==> src/hdl/jsu_pkg.sv <==
// Shared types, status codes and helpers for the JSON string unescaper.
package jsu_pkg;

    // Result status codes
    localparam logic [1:0] ST_DATA   = 2'd0;
    localparam logic [1:0] ST_OK     = 2'd1;
    localparam logic [1:0] ST_FORMAT = 2'd2;
    localparam logic [1:0] ST_LARGE  = 2'd3;

    // Decoded byte limit per payload and length counter width
    localparam int LEN_W         = 13;
    localparam int MAX_OUT_BYTES = 4096;

    // Code point width (up to U+10FFFF)
    localparam int CP_W = 21;

    // Command queue between front and back
    localparam int Q_DEPTH = 4;
    localparam int Q_AW    = $clog2(Q_DEPTH);

    // One command: either a code point to emit as 1 to 4 UTF-8 bytes,
    // or an end-of-payload record (status other than data)
    typedef struct packed {
        logic [CP_W-1:0]  cp;
        logic [2:0]       nbytes;
        logic [1:0]       status;
        logic [LEN_W-1:0] len;
    } t_cmd;

    // Byte k of the UTF-8 encoding of cp, which is n bytes long
    function automatic logic [7:0] utf8_byte(logic [CP_W-1:0] cp, logic [2:0] n,
                                             logic [1:0] k);
        logic [7:0] b;
        b = cp[7:0];
        case (n)
            3'd2: begin
                b = (k == 2'd0) ? {3'b110, cp[10:6]} : {2'b10, cp[5:0]};
            end
            3'd3: begin
                case (k)
                    2'd0:    b = {4'b1110, cp[15:12]};
                    2'd1:    b = {2'b10, cp[11:6]};
                    default: b = {2'b10, cp[5:0]};
                endcase
            end
            3'd4: begin
                case (k)
                    2'd0:    b = {5'b11110, cp[20:18]};
                    2'd1:    b = {2'b10, cp[17:12]};
                    2'd2:    b = {2'b10, cp[11:6]};
                    default: b = {2'b10, cp[5:0]};
                endcase
            end
            default: b = cp[7:0];
        endcase
        return b;
    endfunction

endpackage

==> src/hdl/jsu_front.sv <==
// Front end: parses the quoted string byte by byte and issues commands.
module jsu_front (
    input  logic          i_clk,
    input  logic          i_rst_n,
    input  logic          i_accept,
    input  logic [7:0]    i_in_byte,
    input  logic          i_in_last,
    output logic          o_cmd_valid,
    output jsu_pkg::t_cmd o_cmd
);

    localparam logic [7:0] CH_QUOTE = 8'h22;
    localparam logic [7:0] CH_BSL   = 8'h5c;
    localparam logic [7:0] CH_SLASH = 8'h2f;
    localparam logic [7:0] CH_B     = 8'h62;
    localparam logic [7:0] CH_F     = 8'h66;
    localparam logic [7:0] CH_N     = 8'h6e;
    localparam logic [7:0] CH_R     = 8'h72;
    localparam logic [7:0] CH_T     = 8'h74;
    localparam logic [7:0] CH_U     = 8'h75;
    localparam logic [7:0] CH_SPACE = 8'h20;

    localparam logic [13:0] MAX_B = 14'(jsu_pkg::MAX_OUT_BYTES);

    typedef enum logic [8:0] {
        PH_OPEN     = 9'b000000001,
        PH_BODY     = 9'b000000010,
        PH_ESC      = 9'b000000100,
        PH_HEX_A    = 9'b000001000,
        PH_LOW_BSL  = 9'b000010000,
        PH_LOW_U    = 9'b000100000,
        PH_HEX_B    = 9'b001000000,
        PH_OVERFLOW = 9'b010000000,
        PH_DISCARD  = 9'b100000000
    } t_phase;

    t_phase                    r_phase, n_phase;
    logic [2:0]                r_hex_count, n_hex_count;
    logic [15:0]               r_code_accum, n_code_accum;
    logic [9:0]                r_high_half, n_high_half;
    logic [jsu_pkg::LEN_W-1:0] r_bytes_written, n_bytes_written;

    // Hex digit value; bit 4 flags a non-hex byte
    function automatic logic [4:0] hex_value(logic [7:0] c);
        logic [4:0] v;
        v = 5'h10;
        if (c >= 8'h30 && c <= 8'h39)      v = {1'b0, c[3:0]};
        else if (c >= 8'h61 && c <= 8'h66) v = {1'b0, c[3:0] + 4'd9};
        else if (c >= 8'h41 && c <= 8'h46) v = {1'b0, c[3:0] + 4'd9};
        return v;
    endfunction

    logic [4:0]  hex_d;
    logic [15:0] acc_new;
    logic [2:0]  hc_new;
    logic [8:0]  esc_v;
    logic [20:0] pair_cp;
    logic [2:0]  bmp_n;
    logic [13:0] bw_ext;

    always_comb begin
        hex_d   = hex_value(i_in_byte);
        acc_new = {r_code_accum[11:0], hex_d[3:0]};
        hc_new  = r_hex_count + 3'd1;
        pair_cp = 21'h10000 + {1'b0, r_high_half, acc_new[9:0]};
        bw_ext  = {1'b0, r_bytes_written};
        if (acc_new < 16'h0080)      bmp_n = 3'd1;
        else if (acc_new < 16'h0800) bmp_n = 3'd2;
        else                         bmp_n = 3'd3;
        // Simple escape letters; bit 8 set when the letter is not one
        case (i_in_byte)
            CH_QUOTE, CH_BSL, CH_SLASH: esc_v = {1'b0, i_in_byte};
            CH_B:    esc_v = 9'h008;
            CH_F:    esc_v = 9'h00c;
            CH_N:    esc_v = 9'h00a;
            CH_R:    esc_v = 9'h00d;
            CH_T:    esc_v = 9'h009;
            default: esc_v = 9'h100;
        endcase
    end

    // Next state and command
    always_comb begin
        n_phase         = r_phase;
        n_hex_count     = r_hex_count;
        n_code_accum    = r_code_accum;
        n_high_half     = r_high_half;
        n_bytes_written = r_bytes_written;
        o_cmd_valid     = 1'b0;
        o_cmd.cp        = '0;
        o_cmd.nbytes    = 3'd1;
        o_cmd.status    = jsu_pkg::ST_FORMAT;
        o_cmd.len       = '0;

        case (r_phase)
            PH_OPEN: begin
                if (i_in_byte == CH_QUOTE && !i_in_last) begin
                    n_phase         = PH_BODY;
                    n_bytes_written = '0;
                    n_hex_count     = '0;
                    n_code_accum    = '0;
                    n_high_half     = '0;
                end else begin
                    o_cmd_valid = 1'b1;
                    n_phase     = i_in_last ? PH_OPEN : PH_DISCARD;
                end
            end
            PH_BODY: begin
                if (i_in_last) begin
                    o_cmd_valid = 1'b1;
                    n_phase     = PH_OPEN;
                    if (i_in_byte == CH_QUOTE) begin
                        o_cmd.status = jsu_pkg::ST_OK;
                        o_cmd.len    = r_bytes_written;
                    end
                end else if (i_in_byte == CH_BSL) begin
                    n_phase = PH_ESC;
                end else if (i_in_byte < CH_SPACE || bw_ext >= MAX_B) begin
                    o_cmd_valid = 1'b1;
                    n_phase     = PH_DISCARD;
                end else begin
                    o_cmd_valid     = 1'b1;
                    o_cmd.status    = jsu_pkg::ST_DATA;
                    o_cmd.cp        = {13'd0, i_in_byte};
                    n_bytes_written = r_bytes_written + 13'd1;
                end
            end
            PH_ESC: begin
                if (i_in_last) begin
                    o_cmd_valid = 1'b1;
                    n_phase     = PH_OPEN;
                end else if (!esc_v[8]) begin
                    if (bw_ext >= MAX_B) begin
                        n_phase = PH_OVERFLOW;
                    end else begin
                        o_cmd_valid     = 1'b1;
                        o_cmd.status    = jsu_pkg::ST_DATA;
                        o_cmd.cp        = {13'd0, esc_v[7:0]};
                        n_bytes_written = r_bytes_written + 13'd1;
                        n_phase         = PH_BODY;
                    end
                end else if (i_in_byte == CH_U) begin
                    n_hex_count  = '0;
                    n_code_accum = '0;
                    n_phase      = PH_HEX_A;
                end else begin
                    o_cmd_valid = 1'b1;
                    n_phase     = PH_DISCARD;
                end
            end
            PH_HEX_A, PH_HEX_B: begin
                if (i_in_last || hex_d[4]) begin
                    o_cmd_valid = 1'b1;
                    n_phase     = i_in_last ? PH_OPEN : PH_DISCARD;
                end else if (hc_new != 3'd4) begin
                    n_code_accum = acc_new;
                    n_hex_count  = hc_new;
                end else begin
                    n_hex_count  = '0;
                    n_code_accum = '0;
                    if (r_phase == PH_HEX_A) begin
                        if (acc_new[15:10] == 6'b110110) begin
                            // High surrogate: wait for the low half
                            n_high_half = acc_new[9:0];
                            n_phase     = PH_LOW_BSL;
                        end else if (acc_new[15:10] == 6'b110111) begin
                            o_cmd_valid = 1'b1;
                            n_phase     = PH_DISCARD;
                        end else if (bw_ext + {11'd0, bmp_n} > MAX_B) begin
                            n_phase = PH_OVERFLOW;
                        end else begin
                            o_cmd_valid     = 1'b1;
                            o_cmd.status    = jsu_pkg::ST_DATA;
                            o_cmd.cp        = {5'd0, acc_new};
                            o_cmd.nbytes    = bmp_n;
                            n_bytes_written = r_bytes_written + {10'd0, bmp_n};
                            n_phase         = PH_BODY;
                        end
                    end else begin
                        if (acc_new[15:10] != 6'b110111) begin
                            o_cmd_valid = 1'b1;
                            n_phase     = PH_DISCARD;
                        end else if (bw_ext + 14'd4 > MAX_B) begin
                            n_phase = PH_OVERFLOW;
                        end else begin
                            o_cmd_valid     = 1'b1;
                            o_cmd.status    = jsu_pkg::ST_DATA;
                            o_cmd.cp        = pair_cp;
                            o_cmd.nbytes    = 3'd4;
                            n_bytes_written = r_bytes_written + 13'd4;
                            n_phase         = PH_BODY;
                        end
                    end
                end
            end
            PH_LOW_BSL: begin
                if (i_in_last || i_in_byte != CH_BSL) begin
                    o_cmd_valid = 1'b1;
                    n_phase     = i_in_last ? PH_OPEN : PH_DISCARD;
                end else begin
                    n_phase = PH_LOW_U;
                end
            end
            PH_LOW_U: begin
                if (i_in_last || i_in_byte != CH_U) begin
                    o_cmd_valid = 1'b1;
                    n_phase     = i_in_last ? PH_OPEN : PH_DISCARD;
                end else begin
                    n_hex_count  = '0;
                    n_code_accum = '0;
                    n_phase      = PH_HEX_B;
                end
            end
            PH_OVERFLOW: begin
                if (i_in_last) begin
                    o_cmd_valid  = 1'b1;
                    o_cmd.status = (i_in_byte == CH_QUOTE) ? jsu_pkg::ST_LARGE
                                                           : jsu_pkg::ST_FORMAT;
                    n_phase      = PH_OPEN;
                end
            end
            default: begin
                n_phase = i_in_last ? PH_OPEN : PH_DISCARD;
            end
        endcase
    end

    // State registers, updated only on an accepted byte
    always_ff @(posedge i_clk) begin
        if (!i_rst_n) begin
            r_phase         <= PH_OPEN;
            r_hex_count     <= '0;
            r_code_accum    <= '0;
            r_high_half     <= '0;
            r_bytes_written <= '0;
        end else if (i_accept) begin
            r_phase         <= n_phase;
            r_hex_count     <= n_hex_count;
            r_code_accum    <= n_code_accum;
            r_high_half     <= n_high_half;
            r_bytes_written <= n_bytes_written;
        end
    end

endmodule

==> src/hdl/jsu_queue.sv <==
// Short command queue between the parsing front end and the byte emitter.
module jsu_queue (
    input  logic          i_clk,
    input  logic          i_rst_n,
    input  logic          i_wr,
    input  jsu_pkg::t_cmd i_wr_cmd,
    input  logic          i_rd,
    output jsu_pkg::t_cmd o_rd_cmd,
    output logic          o_full,
    output logic          o_empty
);

    jsu_pkg::t_cmd             r_mem [jsu_pkg::Q_DEPTH];
    logic [jsu_pkg::Q_AW-1:0]  r_wr_ptr, r_rd_ptr;
    logic [jsu_pkg::Q_AW:0]    r_count, n_count;

    assign o_full   = (r_count == (jsu_pkg::Q_AW+1)'(jsu_pkg::Q_DEPTH));
    assign o_empty  = (r_count == '0);
    assign o_rd_cmd = r_mem[r_rd_ptr];

    // Occupancy
    always_comb begin
        n_count = r_count;
        if (i_wr && !i_rd)      n_count = r_count + (jsu_pkg::Q_AW+1)'(1);
        else if (!i_wr && i_rd) n_count = r_count - (jsu_pkg::Q_AW+1)'(1);
    end

    // Storage
    always_ff @(posedge i_clk) begin
        if (i_wr) begin
            r_mem[r_wr_ptr] <= i_wr_cmd;
        end
    end

    // Pointers
    always_ff @(posedge i_clk) begin
        if (!i_rst_n) begin
            r_wr_ptr <= '0;
            r_rd_ptr <= '0;
            r_count  <= '0;
        end else begin
            if (i_wr) r_wr_ptr <= r_wr_ptr + jsu_pkg::Q_AW'(1);
            if (i_rd) r_rd_ptr <= r_rd_ptr + jsu_pkg::Q_AW'(1);
            r_count <= n_count;
        end
    end

endmodule

==> src/hdl/jsu_back.sv <==
// Back end: expands queued commands into result transactions, one per cycle while the receiver pops.
module jsu_back (
    input  logic                      i_clk,
    input  logic                      i_rst_n,
    input  jsu_pkg::t_cmd             i_cmd,
    input  logic                      i_q_empty,
    output logic                      o_q_pop,
    input  logic                      i_pop,
    output logic                      o_valid,
    output logic [7:0]                o_out_byte,
    output logic [1:0]                o_status,
    output logic [jsu_pkg::LEN_W-1:0] o_total_length,
    output logic                      o_last
);

    logic                      r_valid;
    logic [1:0]                r_idx;
    logic [7:0]                r_byte;
    logic [1:0]                r_status;
    logic [jsu_pkg::LEN_W-1:0] r_len;
    logic                      r_last;

    logic load;
    logic is_data;
    logic cmd_done;

    // Output register can take a new result when empty or being drained
    always_comb begin
        load     = (!r_valid || i_pop) && !i_q_empty;
        is_data  = (i_cmd.status == jsu_pkg::ST_DATA);
        cmd_done = !is_data || ({1'b0, r_idx} == i_cmd.nbytes - 3'd1);
        o_q_pop  = load && cmd_done;
    end

    // Result payload
    always_ff @(posedge i_clk) begin
        if (load) begin
            r_byte   <= is_data ? jsu_pkg::utf8_byte(i_cmd.cp, i_cmd.nbytes, r_idx) : 8'd0;
            r_status <= i_cmd.status;
            r_len    <= is_data ? '0 : i_cmd.len;
            r_last   <= !is_data;
        end
    end

    // Valid flag and byte index within the current command
    always_ff @(posedge i_clk) begin
        if (!i_rst_n) begin
            r_valid <= 1'b0;
            r_idx   <= '0;
        end else begin
            if (load) begin
                r_valid <= 1'b1;
                r_idx   <= cmd_done ? 2'd0 : r_idx + 2'd1;
            end else if (i_pop) begin
                r_valid <= 1'b0;
            end
        end
    end

    assign o_valid        = r_valid;
    assign o_out_byte     = r_byte;
    assign o_status       = r_status;
    assign o_total_length = r_len;
    assign o_last         = r_last;

endmodule

==> src/hdl/json_string_unescape_utf8_top.sv <==
// Top level of the JSON string unescaper with UTF-8 output.
//
// Input channel: one byte of a quoted JSON string per transaction, taken
// when push is high and full is low; i_in_last marks the closing byte.
// Result channel: a queue interface; while empty is low the oldest result
// sits on o_out_byte, o_status, o_total_length and o_last, and pop takes it.
// Each payload gives its decoded bytes (status data) and then one record
// with o_last set: ended ok with the byte count, format error or too large.
// After an error the consumer drops the bytes already delivered.
// A result passes through the command queue and the output register on its
// way to the ports. Throughput: one byte per cycle in while full is low, one
// result per cycle out while the receiver pops; a \u escape yields up to 3
// results over 6 input bytes and a surrogate pair 4 results over 12, and the
// four-entry command queue between parser and emitter absorbs this.
// When the receiver stalls, the output register and the queue fill and
// full rises; no result is lost. Reset (synchronous, active low) empties
// the queue and output register and waits for an opening quote.
module json_string_unescape_utf8_top (
    input  logic                      i_clk,
    input  logic                      i_rst_n,
    input  logic                      push,
    output logic                      full,
    input  logic [7:0]                i_in_byte,
    input  logic                      i_in_last,
    output logic                      empty,
    input  logic                      pop,
    output logic [7:0]                o_out_byte,
    output logic [1:0]                o_status,
    output logic [jsu_pkg::LEN_W-1:0] o_total_length,
    output logic                      o_last
);

    logic          accept;
    logic          cmd_valid;
    jsu_pkg::t_cmd cmd_in;
    jsu_pkg::t_cmd cmd_head;
    logic          q_full;
    logic          q_empty;
    logic          q_pop;
    logic          out_valid;

    assign accept = push && !q_full;
    assign full   = q_full;
    assign empty  = !out_valid;

    jsu_front u_front (
        .i_clk       (i_clk),
        .i_rst_n     (i_rst_n),
        .i_accept    (accept),
        .i_in_byte   (i_in_byte),
        .i_in_last   (i_in_last),
        .o_cmd_valid (cmd_valid),
        .o_cmd       (cmd_in)
    );

    jsu_queue u_queue (
        .i_clk    (i_clk),
        .i_rst_n  (i_rst_n),
        .i_wr     (accept && cmd_valid),
        .i_wr_cmd (cmd_in),
        .i_rd     (q_pop),
        .o_rd_cmd (cmd_head),
        .o_full   (q_full),
        .o_empty  (q_empty)
    );

    jsu_back u_back (
        .i_clk          (i_clk),
        .i_rst_n        (i_rst_n),
        .i_cmd          (cmd_head),
        .i_q_empty      (q_empty),
        .o_q_pop        (q_pop),
        .i_pop          (pop),
        .o_valid        (out_valid),
        .o_out_byte     (o_out_byte),
        .o_status       (o_status),
        .o_total_length (o_total_length),
        .o_last         (o_last)
    );

endmodule

==> config.mk <==
export PLATFORM = sky130hd
export DESIGN_NAME = json_string_unescape_utf8_top
export DESIGN_NICKNAME = d
export VERILOG_FILES = /design/src/hdl/jsu_pkg.sv /design/src/hdl/jsu_front.sv /design/src/hdl/jsu_queue.sv /design/src/hdl/jsu_back.sv /design/src/hdl/json_string_unescape_utf8_top.sv
export SDC_FILE = /design/constraint.sdc
export NUM_CORES = 1
export LEC_CHECK = 0
export BUFFER_PORTS_ARGS = -buffer_cell sky130_fd_sc_hd__buf_2
export CAP_MARGIN = 20
export CORE_ASPECT_RATIO = 1.1
export CORE_MARGIN = 4
export CORE_UTILIZATION = 50
export CTS_BUF_LIST = sky130_fd_sc_hd__clkbuf_16
export DETAILED_ROUTE_END_ITERATION = 8
export PLACE_DENSITY = 0.76
export SLEW_MARGIN = 20
export SYNTH_ARGS = -nofsm -noshare
export SYNTH_HDL_FRONTEND = slang
export SYNTH_SLANG_ARGS = --single-unit
==> constraint.sdc <==
create_clock -name i_clk -period 5.8 [get_ports i_clk]
set_input_delay 1.16 -clock i_clk [delete_from_list [all_inputs] [get_ports i_clk]]
set_output_delay 1.16 -clock i_clk [all_outputs]
set_load 0.01 [all_outputs]
==> results of run 1 <==
-- tightest hold or removal path, stage by stage, from the launching register on --
cell      delay [ns]
dfxtp_1         0.31
nand2_1         0.05
a21boi_0        0.06
-- Yosys cell counts (9+ instances only) --
library cell / instances / area share
edfxtp_1: 180 / 0.44
nand2_1: 78 / 0.024
o21ai_0: 66 / 0.027
dfxtp_1: 59 / 0.097
nor2_1: 52 / 0.016
clkbuf_1: 49 / 0.015
a21oi_1: 47 / 0.019
mux4_2: 39 / 0.072
nor2b_1: 38 / 0.020
nor3_1: 36 / 0.015
inv_1: 35 / 0.011
and2_1: 32 / 0.016
ha_1: 28 / 0.029
nand3_1: 26 / 0.011
a21boi_0: 16 / 0.0099
nand2b_1: 14 / 0.0072
xnor2_1: 14 / 0.010
buf_2: 13 / 0.0053
o31ai_1: 12 / 0.0074
mux2i_1: 11 / 0.0090
a22o_1: 10 / 0.0072
nand4_1: 10 / 0.0051
o21ai_1: 9 / 0.0037
xor2_1: 9 / 0.0065
-- per-layer routing --
metal / wire length, µm / track usage / part of all wire / up-vias
met1: 11800 / 0.288 / 0.43 / 4140
met2: 13200 / 0.341 / 0.49 / 267
li1: - / - / - / 3973
met4: 543 / 0.0525 / 0.020 / 0
met5: 0 / 0 / 0 / -
met3: 1530 / 0.0214 / 0.056 / 51
-- state kept, by name, summed over array words and instances, names as in the netlist, named ones only --
signal,count
u_back.r_idx,2
u_front.r_bytes_written,13
u_queue.r_wr_ptr,2
u_front.r_high_half,10
u_back.o_total_length,13
u_front.r_phase,9
u_back.o_valid,1
u_front.r_hex_count,3
u_queue.r_count,3
u_queue.r_rd_ptr,2
u_front.r_code_accum,12
u_back.o_last,1
u_back.o_status,2
u_back.o_out_byte,8
u_queue.r_mem,156
-- power groups by stage --
stage	combinational (W)	sequential, W	clock [W]
3_5_place_dp	0.00111	0.00217	0
2_1_floorplan	0.000770	0.00218	0
4_1_cts	0.00111	0.00213	0.00157
3_3_place_gp	0.00108	0.00216	0
5_1_grt	0.00121	0.00214	0.00166
6_report	0.00110	0.00213	0.00154
-- worst paths after layout --
path	from	end	slack, ns	cells after the start
setup / recovery	u_front.r_code_accum[8]$_SDFFE_PN0P_	u_queue.r_count[2]$_SDFFE_PN0P_	0.46	18
hold / removal	u_front.r_high_half[2]$_SDFFE_PN0P_	u_front.r_high_half[2]$_SDFFE_PN0P_	0.48	2
setup reg to reg	u_front.r_code_accum[8]$_SDFFE_PN0P_	u_queue.r_count[2]$_SDFFE_PN0P_	0.46	18
hold reg to reg	u_front.r_high_half[2]$_SDFFE_PN0P_	u_front.r_high_half[2]$_SDFFE_PN0P_	0.48	2
-- cells by family after synthesis --
logic type / after synthesis / share of synthesized area
adders and majority gates: 30 / 0.0320
AOI/OAI and AO/OA: 245 / 0.133
buffers and inverters: 103 / 0.0343
xor gates and xnor gates: 23 / 0.0165
DFF: 239 / 0.541
and+or+nand+nor: 352 / 0.162
muxes: 50 / 0.0811
-- layout make-up --
class,count,area share
sequential,239,0.491
multi-input combinational,700,0.389
clock buffer,25,0.0466
tap,305,0.0284
timing repair buffer,52,0.0229
clock inverter,18,0.0122
inverter,35,0.00978
-- metrics by stage --
stage,instances,utilization
detailed placement,1330,0.529
global route,1374,0.563
finish,1374,0.563
global placement,1330,0.529
CTS,1373,0.563
floorplan,1042,-
==> impl_metrics.yaml, run 1 <==
clock_tree:
  post_cts_buffers: 0
  cts_max_level: 1
  worstSkewPairLatency_ns: 0.51
  clk_pin_slew_ns: 0.06
  cts_hold_buf: 0
  cts_tree: "yes"
  cts_resized: 0
  cts_buffer_depth: 3
  cts_inserted_buffers: 25
  cts-root-buf: "clkbuf_16"
  cts.sinks: 239
placed_design:
  place_congestion: 0.896
  place_ws_ns: 0.511
  port_buffers: 38
  dpl.hpwl_mm: 18.3
  placed_area_um2: 12600
global_routing:
  track_usage: 0.204
  antenna_found_initial: 0
  grt_max_degree: 64
  grt_pass1_wl_mm: 44.1
  grt_pass1_vias: 8101
  grt.overflow.total: 0
floorplanning:
  die_y_um: 172
  die_w_um: 157
  row_count: 59
  die-area_um2: 26900
  core_um2: 23800
  ios: 39
  initial_utilization: 0.511
timing:
  setup_tns_ns: 0
  setup_viol_count_final: 0
  finClkSkew_ns: 0.0185
  fin_crit_sh: 0.921
  whs_ns: 0.475
  rsz0062_at_grt: "no"
  min_period_ns: 5.34
  worst_slew_pin_slew_ns: 1.09
  drv_slew: 0
  hold_viol_final: 0
  worst_slack_ns: 0.456
  max_slew_margin: 0.269
  clock.fmax_mhz: 187
setup_path:
  cpLargestDelayFamily: "simple AND/OR/NAND/NOR gates"
  criticalPathCategory: "register to register"
  critical-path-max-stage-delay_ns: 0.58
  path_cells: "or4_1 -> or3_1 -> ha_1 -> fa_1 -> nand4_1 -> xnor2_1 -> or4b_1 -> nor4_2 -> a21oi_1 -> o21ai_1 -> a41oi_2 -> inv_1 -> ha_1 -> inv_1 -> fa_1 -> xor2_1 -> or3_1 -> a21boi_0"
  worst_ep_arrival_time_ns: 5.78
  cpMaxStageDelayCell: "fa_1"
  critPathLaunchType: "register"
  crit_buf_inv: 2
  cp_max_fo: 14
  endpoint_kind: "register"
  crit_required_ns: 6.24
layout:
  nNetsFinal: 1096
  final-seq-area_um2: 6590
  diodes: 0
  drive_above_1_share: 0.147
  multi_input_area_um2: 5230
  fillers: 1960
  layout_common_cells: "edfxtp_1 (180), nand2_1 (78), o21ai_0 (66)"
  mostFrequentLayoutCell: "edfxtp_1"
  area_delta_synth_final_pct: 10.2
  final_area_um2: 13400
power_and_ir_drop:
  p_seq_frac: 0.446
  leakage_nw: 4.57
  pwr-share-clk: 0.324
  p_per_area_nw_per_um2: 355
  comb_power_share: 0.231
  sw_frac_of_total: 0.283
  switchingPower_w: 0.00135
  vdd_drop_max_mv: 0.225
  p_int_w: 0.00342
  total_power_w: 0.00477
outcome:
  status: "finished, final reports clean"
synthesis:
  synth.avg_cell_area_um2: 11.7
  synth_ff_type: "edfxtp_1"
  synth_cell_types: 82
  syn_inst: 1042
  synth_area_um2: 12200
  yosysSeqAreaShare: 0.541
  synth_enable_flop_cells: 180
  syn-num-nets: 1085
  synth-seq-cells: 239
  ys_warn_count: 0
  async_reset_ff_frac: 0
detailed_routing:
  wirelength_mm: 27.1
  first_pass_iters: 5
  drt-wirelength-per-cell_um: 19.7
  avgViaCountPerCell: 6.14
  postRouteAntennaNets: 0
  vias: 8431
  drc: 0
  drt_iter0_markers: 779
run:
  cap_violations: 0
worst_hold_path:
  min_path_type: "register to register"
Note: power is estimated with default switching activity, not from simulation.
==> run 2, diff against run 1 <==
--- a/config.mk
+++ b/config.mk
@@ -9,10 +9,10 @@
 export CAP_MARGIN = 20
 export CORE_ASPECT_RATIO = 1.1
 export CORE_MARGIN = 4
-export CORE_UTILIZATION = 50
+export CORE_UTILIZATION = 57
 export CTS_BUF_LIST = sky130_fd_sc_hd__clkbuf_16
 export DETAILED_ROUTE_END_ITERATION = 8
-export PLACE_DENSITY = 0.76
+export PLACE_DENSITY = 0.84
 export SLEW_MARGIN = 20
 export SYNTH_ARGS = -nofsm -noshare
 export SYNTH_HDL_FRONTEND = slang
==> impl_metrics.yaml, run 2 (synthesized netlist as in run 1, its figures left out) <==
outcome:
  status: "finished, final reports clean"
clock_tree:
  cts_inserted_buffers: 25
  cts_hold_buf: 0
  cts-root-buf: "clkbuf_16"
  cts_tree: "yes"
  cts_resized: 0
  cts.sinks: 239
  cts_max_level: 1
  cts_buffer_depth: 3
  worstSkewPairLatency_ns: 0.51
  post_cts_buffers: 0
  clk_pin_slew_ns: 0.06
layout:
  fin_cells: 1353
  diodes: 0
  largest-register: "u_queue.r_mem"
  drive_above_1_share: 0.148
  layout_common_cells: "edfxtp_1 (180), nand2_1 (78), o21ai_0 (66)"
  largest_register_ffs: 156
  area_delta_synth_final_pct: 9.47
  mostFrequentLayoutCell: "edfxtp_1"
  nNetsFinal: 1094
timing:
  hold_viol_final: 0
  fin_crit_sh: 0.916
  setup_tns_ns: 0
  setup_viol_count_final: 0
  min_period_ns: 5.31
  worst_slack_ns: 0.487
  max_slew_margin: 0.261
  clock.fmax_mhz: 188
  finClkSkew_ns: 0.0112
  drv_slew: 0
  worst_slew_pin_slew_ns: 1.11
  rsz0062_at_grt: "no"
setup_path:
  crit_required_ns: 6.23
  cp_max_fo: 14
  worst_ep_arrival_time_ns: 5.74
  endpoint_kind: "register"
  critPathLaunchType: "register"
  criticalPathCategory: "register to register"
  rrSetupSlack_ns: 0.49
placed_design:
  port_buffers: 38
  place_ws_ns: 0.530
  dpl.hpwl_mm: 18.1
  place_congestion: 0.915
  dp.cells: 1309
power_and_ir_drop:
  leakage_nw: 4.53
  vdd_drop_max_mv: 0.313
  p_per_area_nw_per_um2: 353
detailed_routing:
  drt-wirelength-per-cell_um: 20.4
  drc: 0
  drt_iter0_markers: 976
  vias: 8675
  avgViaCountPerCell: 6.41
  wirelength_mm: 27.6
  first_pass_iters: 5
  postRouteAntennaNets: 0
worst_hold_path:
  min_path_type: "register to register"
global_routing:
  grt.overflow.total: 0
  grt_max_degree: 64
  grt_pass1_vias: 8067
  track_usage: 0.231
  grt_pass1_wl_mm: 44.5
  antenna_found_initial: 0
floorplanning:
  die_y_um: 161
  core_um2: 20800
  initial_utilization: 0.586
  row_count: 55
  die_w_um: 147
  die-area_um2: 23800
  ios: 39
run:
  cap_violations: 0
run 2: cell count changes in the layout (fill, tap and decap cells not counted):
| cell | before | now |
|---|---|---|
| bufinv_16 | 3 | 1 |
| buf_4 | 13 | 12 |
| clkinvlp_2 | 0 | 1 |
| clkinv_2 | 2 | 4 |
| clkinv_1 | 2 | 3 |
| clkinvlp_4 | 0 | 2 |
| buf_12 | 1 | 0 |
| inv_1 | 43 | 40 |
| inv_6 | 1 | 0 |
| clkinv_4 | 2 | 3 |
run 2: layout make-up:
| type | instances | area [µm²] |
|---|---|---|
| flip-flops and latches | 239 | 6590 |
| repair buffers | 50 | 280 |
| clock inverters | 19 | 126 |
| clock buffers | 25 | 626 |
| multi-input cells | 700 | 5230 |
| inverters | 35 | 131 |
| well taps | 285 | 357 |
| fillers | 1559 | 7440 |
run 2: per-stage QoR:
step	cell area [µm²]	hold slack [ns]	util	power [W]
after floorplan	12200	0.441	-	0.00295
after global placement	12600	0.455	0.605	0.00322
after detailed placement	12600	0.470	0.605	0.00326
after CTS	13300	0.478	0.641	0.00473
after global routing	13300	0.517	0.642	0.00492
final	13300	0.474	0.642	0.00470
run 2: worst max-delay path, cell delays in order (launching register included):
cell      delay [ns]
dfxtp_1         0.33
or4_1           0.55
or3_1           0.41
ha_1            0.24
fa_1            0.57
nand4_1         0.24
xnor2_1         0.08
or4b_1          0.53
nor4_2          0.32
a21oi_1         0.16
o21ai_1         0.24
a41oi_2         0.20
inv_1           0.11
ha_1            0.18
inv_1           0.06
fa_1            0.38
xor2_1          0.18
or3_1           0.30
a21boi_0        0.16
run 2: where the power goes:
part	switching [W]	internal, W
logic	0.000628	0.000471
registers	0.0000948	0.00204
clock network	0.000640	0.000829
run 2: layer usage:
| metal | vias to the layer above | global-route usage | wire length (µm) |
|---|---|---|---|
| met5 | - | 0 | 0 |
| met4 | 0 | 0.0483 | 448 |
| met3 | 45 | 0.0317 | 2260 |
| met2 | 450 | 0.388 | 13500 |
| met1 | 4216 | 0.326 | 11400 |
| li1 | 3964 | - | - |
run 2: worst paths after layout:
path / start / endpoint / depth (start not counted)
worst max-delay path: u_front.r_code_accum[8]$_SDFFE_PN0P_ / u_queue.r_count[2]$_SDFFE_PN0P_ / 18
worst min-delay path: u_front.r_code_accum[2]$_SDFFE_PN0P_ / u_front.r_code_accum[2]$_SDFFE_PN0P_ / 2
worst max register to register: u_front.r_code_accum[8]$_SDFFE_PN0P_ / u_queue.r_count[2]$_SDFFE_PN0P_ / 18
worst min register to register: u_front.r_code_accum[2]$_SDFFE_PN0P_ / u_front.r_code_accum[2]$_SDFFE_PN0P_ / 2
==> run 3, diff against run 2 <==
--- a/config.mk
+++ b/config.mk
@@ -12,8 +12,9 @@
 export CORE_UTILIZATION = 57
 export CTS_BUF_LIST = sky130_fd_sc_hd__clkbuf_16
 export DETAILED_ROUTE_END_ITERATION = 8
-export PLACE_DENSITY = 0.84
+export PLACE_DENSITY_LB_ADDON = 0.25
 export SLEW_MARGIN = 20
 export SYNTH_ARGS = -nofsm -noshare
 export SYNTH_HDL_FRONTEND = slang
 export SYNTH_SLANG_ARGS = --single-unit
+export TNS_END_PERCENT = 50
==> impl_metrics.yaml, run 3 (synthesized netlist as in run 1, its figures left out) <==
layout:
  fillers: 1598
  multi_input_area_um2: 5230
  largest-register: "u_queue.r_mem"
  nNetsFinal: 1093
  final-seq-area_um2: 6590
  layout_common_cells: "edfxtp_1 (180), nand2_1 (78), o21ai_0 (66)"
  mostFrequentLayoutCell: "edfxtp_1"
  fin_util: 0.644
  area_delta_synth_final_pct: 9.83
  diodes: 0
  drive_above_1_share: 0.145
  largest_register_ffs: 156
detailed_routing:
  postRouteAntennaNets: 0
  drt-wirelength-per-cell_um: 20.4
  drt_iter0_markers: 839
  avgViaCountPerCell: 6.25
  first_pass_iters: 5
  wirelength_mm: 27.5
  drc: 0
  vias: 8456
clock_tree:
  cts_tree: "yes"
  cts_inserted_buffers: 24
  cts_max_level: 1
  post_cts_buffers: 0
  cts_buffer_depth: 3
  cts.sinks: 239
  cts_hold_buf: 0
  worstSkewPairLatency_ns: 0.51
  clk_pin_slew_ns: 0.07
  cts-root-buf: "clkbuf_16"
  cts_resized: 0
power_and_ir_drop:
  leakage_nw: 4.55
  p_int_w: 0.00342
  switchingPower_w: 0.00137
  sw_frac_of_total: 0.286
  pwr-share-clk: 0.325
  vdd_drop_max_mv: 0.239
  p_seq_frac: 0.444
  comb_power_share: 0.231
  p_per_area_nw_per_um2: 358
floorplanning:
  die-area_um2: 23800
  ios: 39
  die_w_um: 147
  die_y_um: 161
  core_um2: 20800
  row_count: 55
  initial_utilization: 0.586
placed_design:
  dpl.hpwl_mm: 18.1
  place_congestion: 0.934
  port_buffers: 38
timing:
  finClkSkew_ns: 0.0181
  hold_viol_final: 0
  min_period_ns: 5.31
  whs_ns: 0.477
  worst_slew_pin_slew_ns: 1.03
  setup_tns_ns: 0
  fin_crit_sh: 0.916
  drv_slew: 0
  setup_viol_count_final: 0
  max_slew_margin: 0.311
  clock.fmax_mhz: 188
  rsz0062_at_grt: "no"
global_routing:
  track_usage: 0.230
  grt.overflow.total: 0
  grt_pass1_wl_mm: 44.1
  antenna_found_initial: 0
  grt_max_degree: 64
  grt_pass1_vias: 7920
worst_hold_path:
  min_path_type: "register to register"
outcome:
  status: "finished, final reports clean"
setup_path:
  criticalPathCategory: "register to register"
  endpoint_kind: "register"
  critPathLaunchType: "register"
  cp_max_fo: 14
  worst_ep_arrival_time_ns: 5.75
  crit_required_ns: 6.23
run:
  cap_violations: 0
run 3: cell types whose count changed in the layout (fill, tap and decap cells not counted):
cell        delta
clkinvlp_2     -1
clkinvlp_4     -1
clkinv_4       -1
clkinv_2       -3
bufinv_16      +2
inv_6          +1
clkinv_1       +3
run 3: final timing paths:
kind,start,to,slack (ns),depth (start not counted)
max,u_front.r_code_accum[8]$_SDFFE_PN0P_,u_queue.r_count[2]$_SDFFE_PN0P_,0.49,18
min reg2reg,u_front.r_code_accum[2]$_SDFFE_PN0P_,u_front.r_code_accum[2]$_SDFFE_PN0P_,0.48,2
max reg2reg,u_front.r_code_accum[8]$_SDFFE_PN0P_,u_queue.r_count[2]$_SDFFE_PN0P_,0.49,18
min,u_front.r_code_accum[2]$_SDFFE_PN0P_,u_front.r_code_accum[2]$_SDFFE_PN0P_,0.48,2
run 3: critical path, cell delays in order (launching register included):
cell,delay [ns]
dfxtp_1,0.33
or4_1,0.55
or3_1,0.40
ha_1,0.24
fa_1,0.57
nand4_1,0.23
xnor2_1,0.09
or4b_1,0.55
nor4_2,0.33
a21oi_1,0.15
o21ai_1,0.22
a41oi_2,0.21
inv_1,0.11
ha_1,0.18
inv_1,0.07
fa_1,0.37
xor2_1,0.17
or3_1,0.30
a21boi_0,0.16
run 3: cell type report:
type,instances,share of cell area
multi-input cells,700,0.391
clock buffers,25,0.0467
repair buffers,50,0.0209
flip-flops and latches,239,0.492
inverters,35,0.00982
clock inverters,19,0.0127
well taps,285,0.0266
run 3: per-stage QoR:
stage | cells | worst slack, ns | power, W | cell area [µm²]
after floorplan | 1042 | 0.154 | 0.00295 | 12200
after global placement | 1309 | 0.657 | 0.00324 | 12600
after detailed placement | 1309 | 0.553 | 0.00326 | 12600
after CTS | 1353 | 0.502 | 0.00483 | 13400
after global routing | 1353 | 0.142 | 0.00501 | 13400
final | 1353 | 0.485 | 0.00479 | 13400
run 3: power groups by stage:
| stage | combinational, W | clock (W) | sequential (W) |
|---|---|---|---|
| CTS | 0.00111 | 0.00158 | 0.00213 |
| floorplan | 0.000770 | 0 | 0.00218 |
| finish | 0.00111 | 0.00156 | 0.00213 |
| detailed placement | 0.00110 | 0 | 0.00216 |
| global route | 0.00121 | 0.00166 | 0.00215 |
| global placement | 0.00108 | 0 | 0.00216 |
run 3: layer usage:
layer  track usage  vias up  share of wire
li1              -     3954              -
met1         0.330     4101           0.42
met2         0.375      345           0.48
met3        0.0281       56          0.066
met4        0.0631        0          0.025
met5             0        -              0
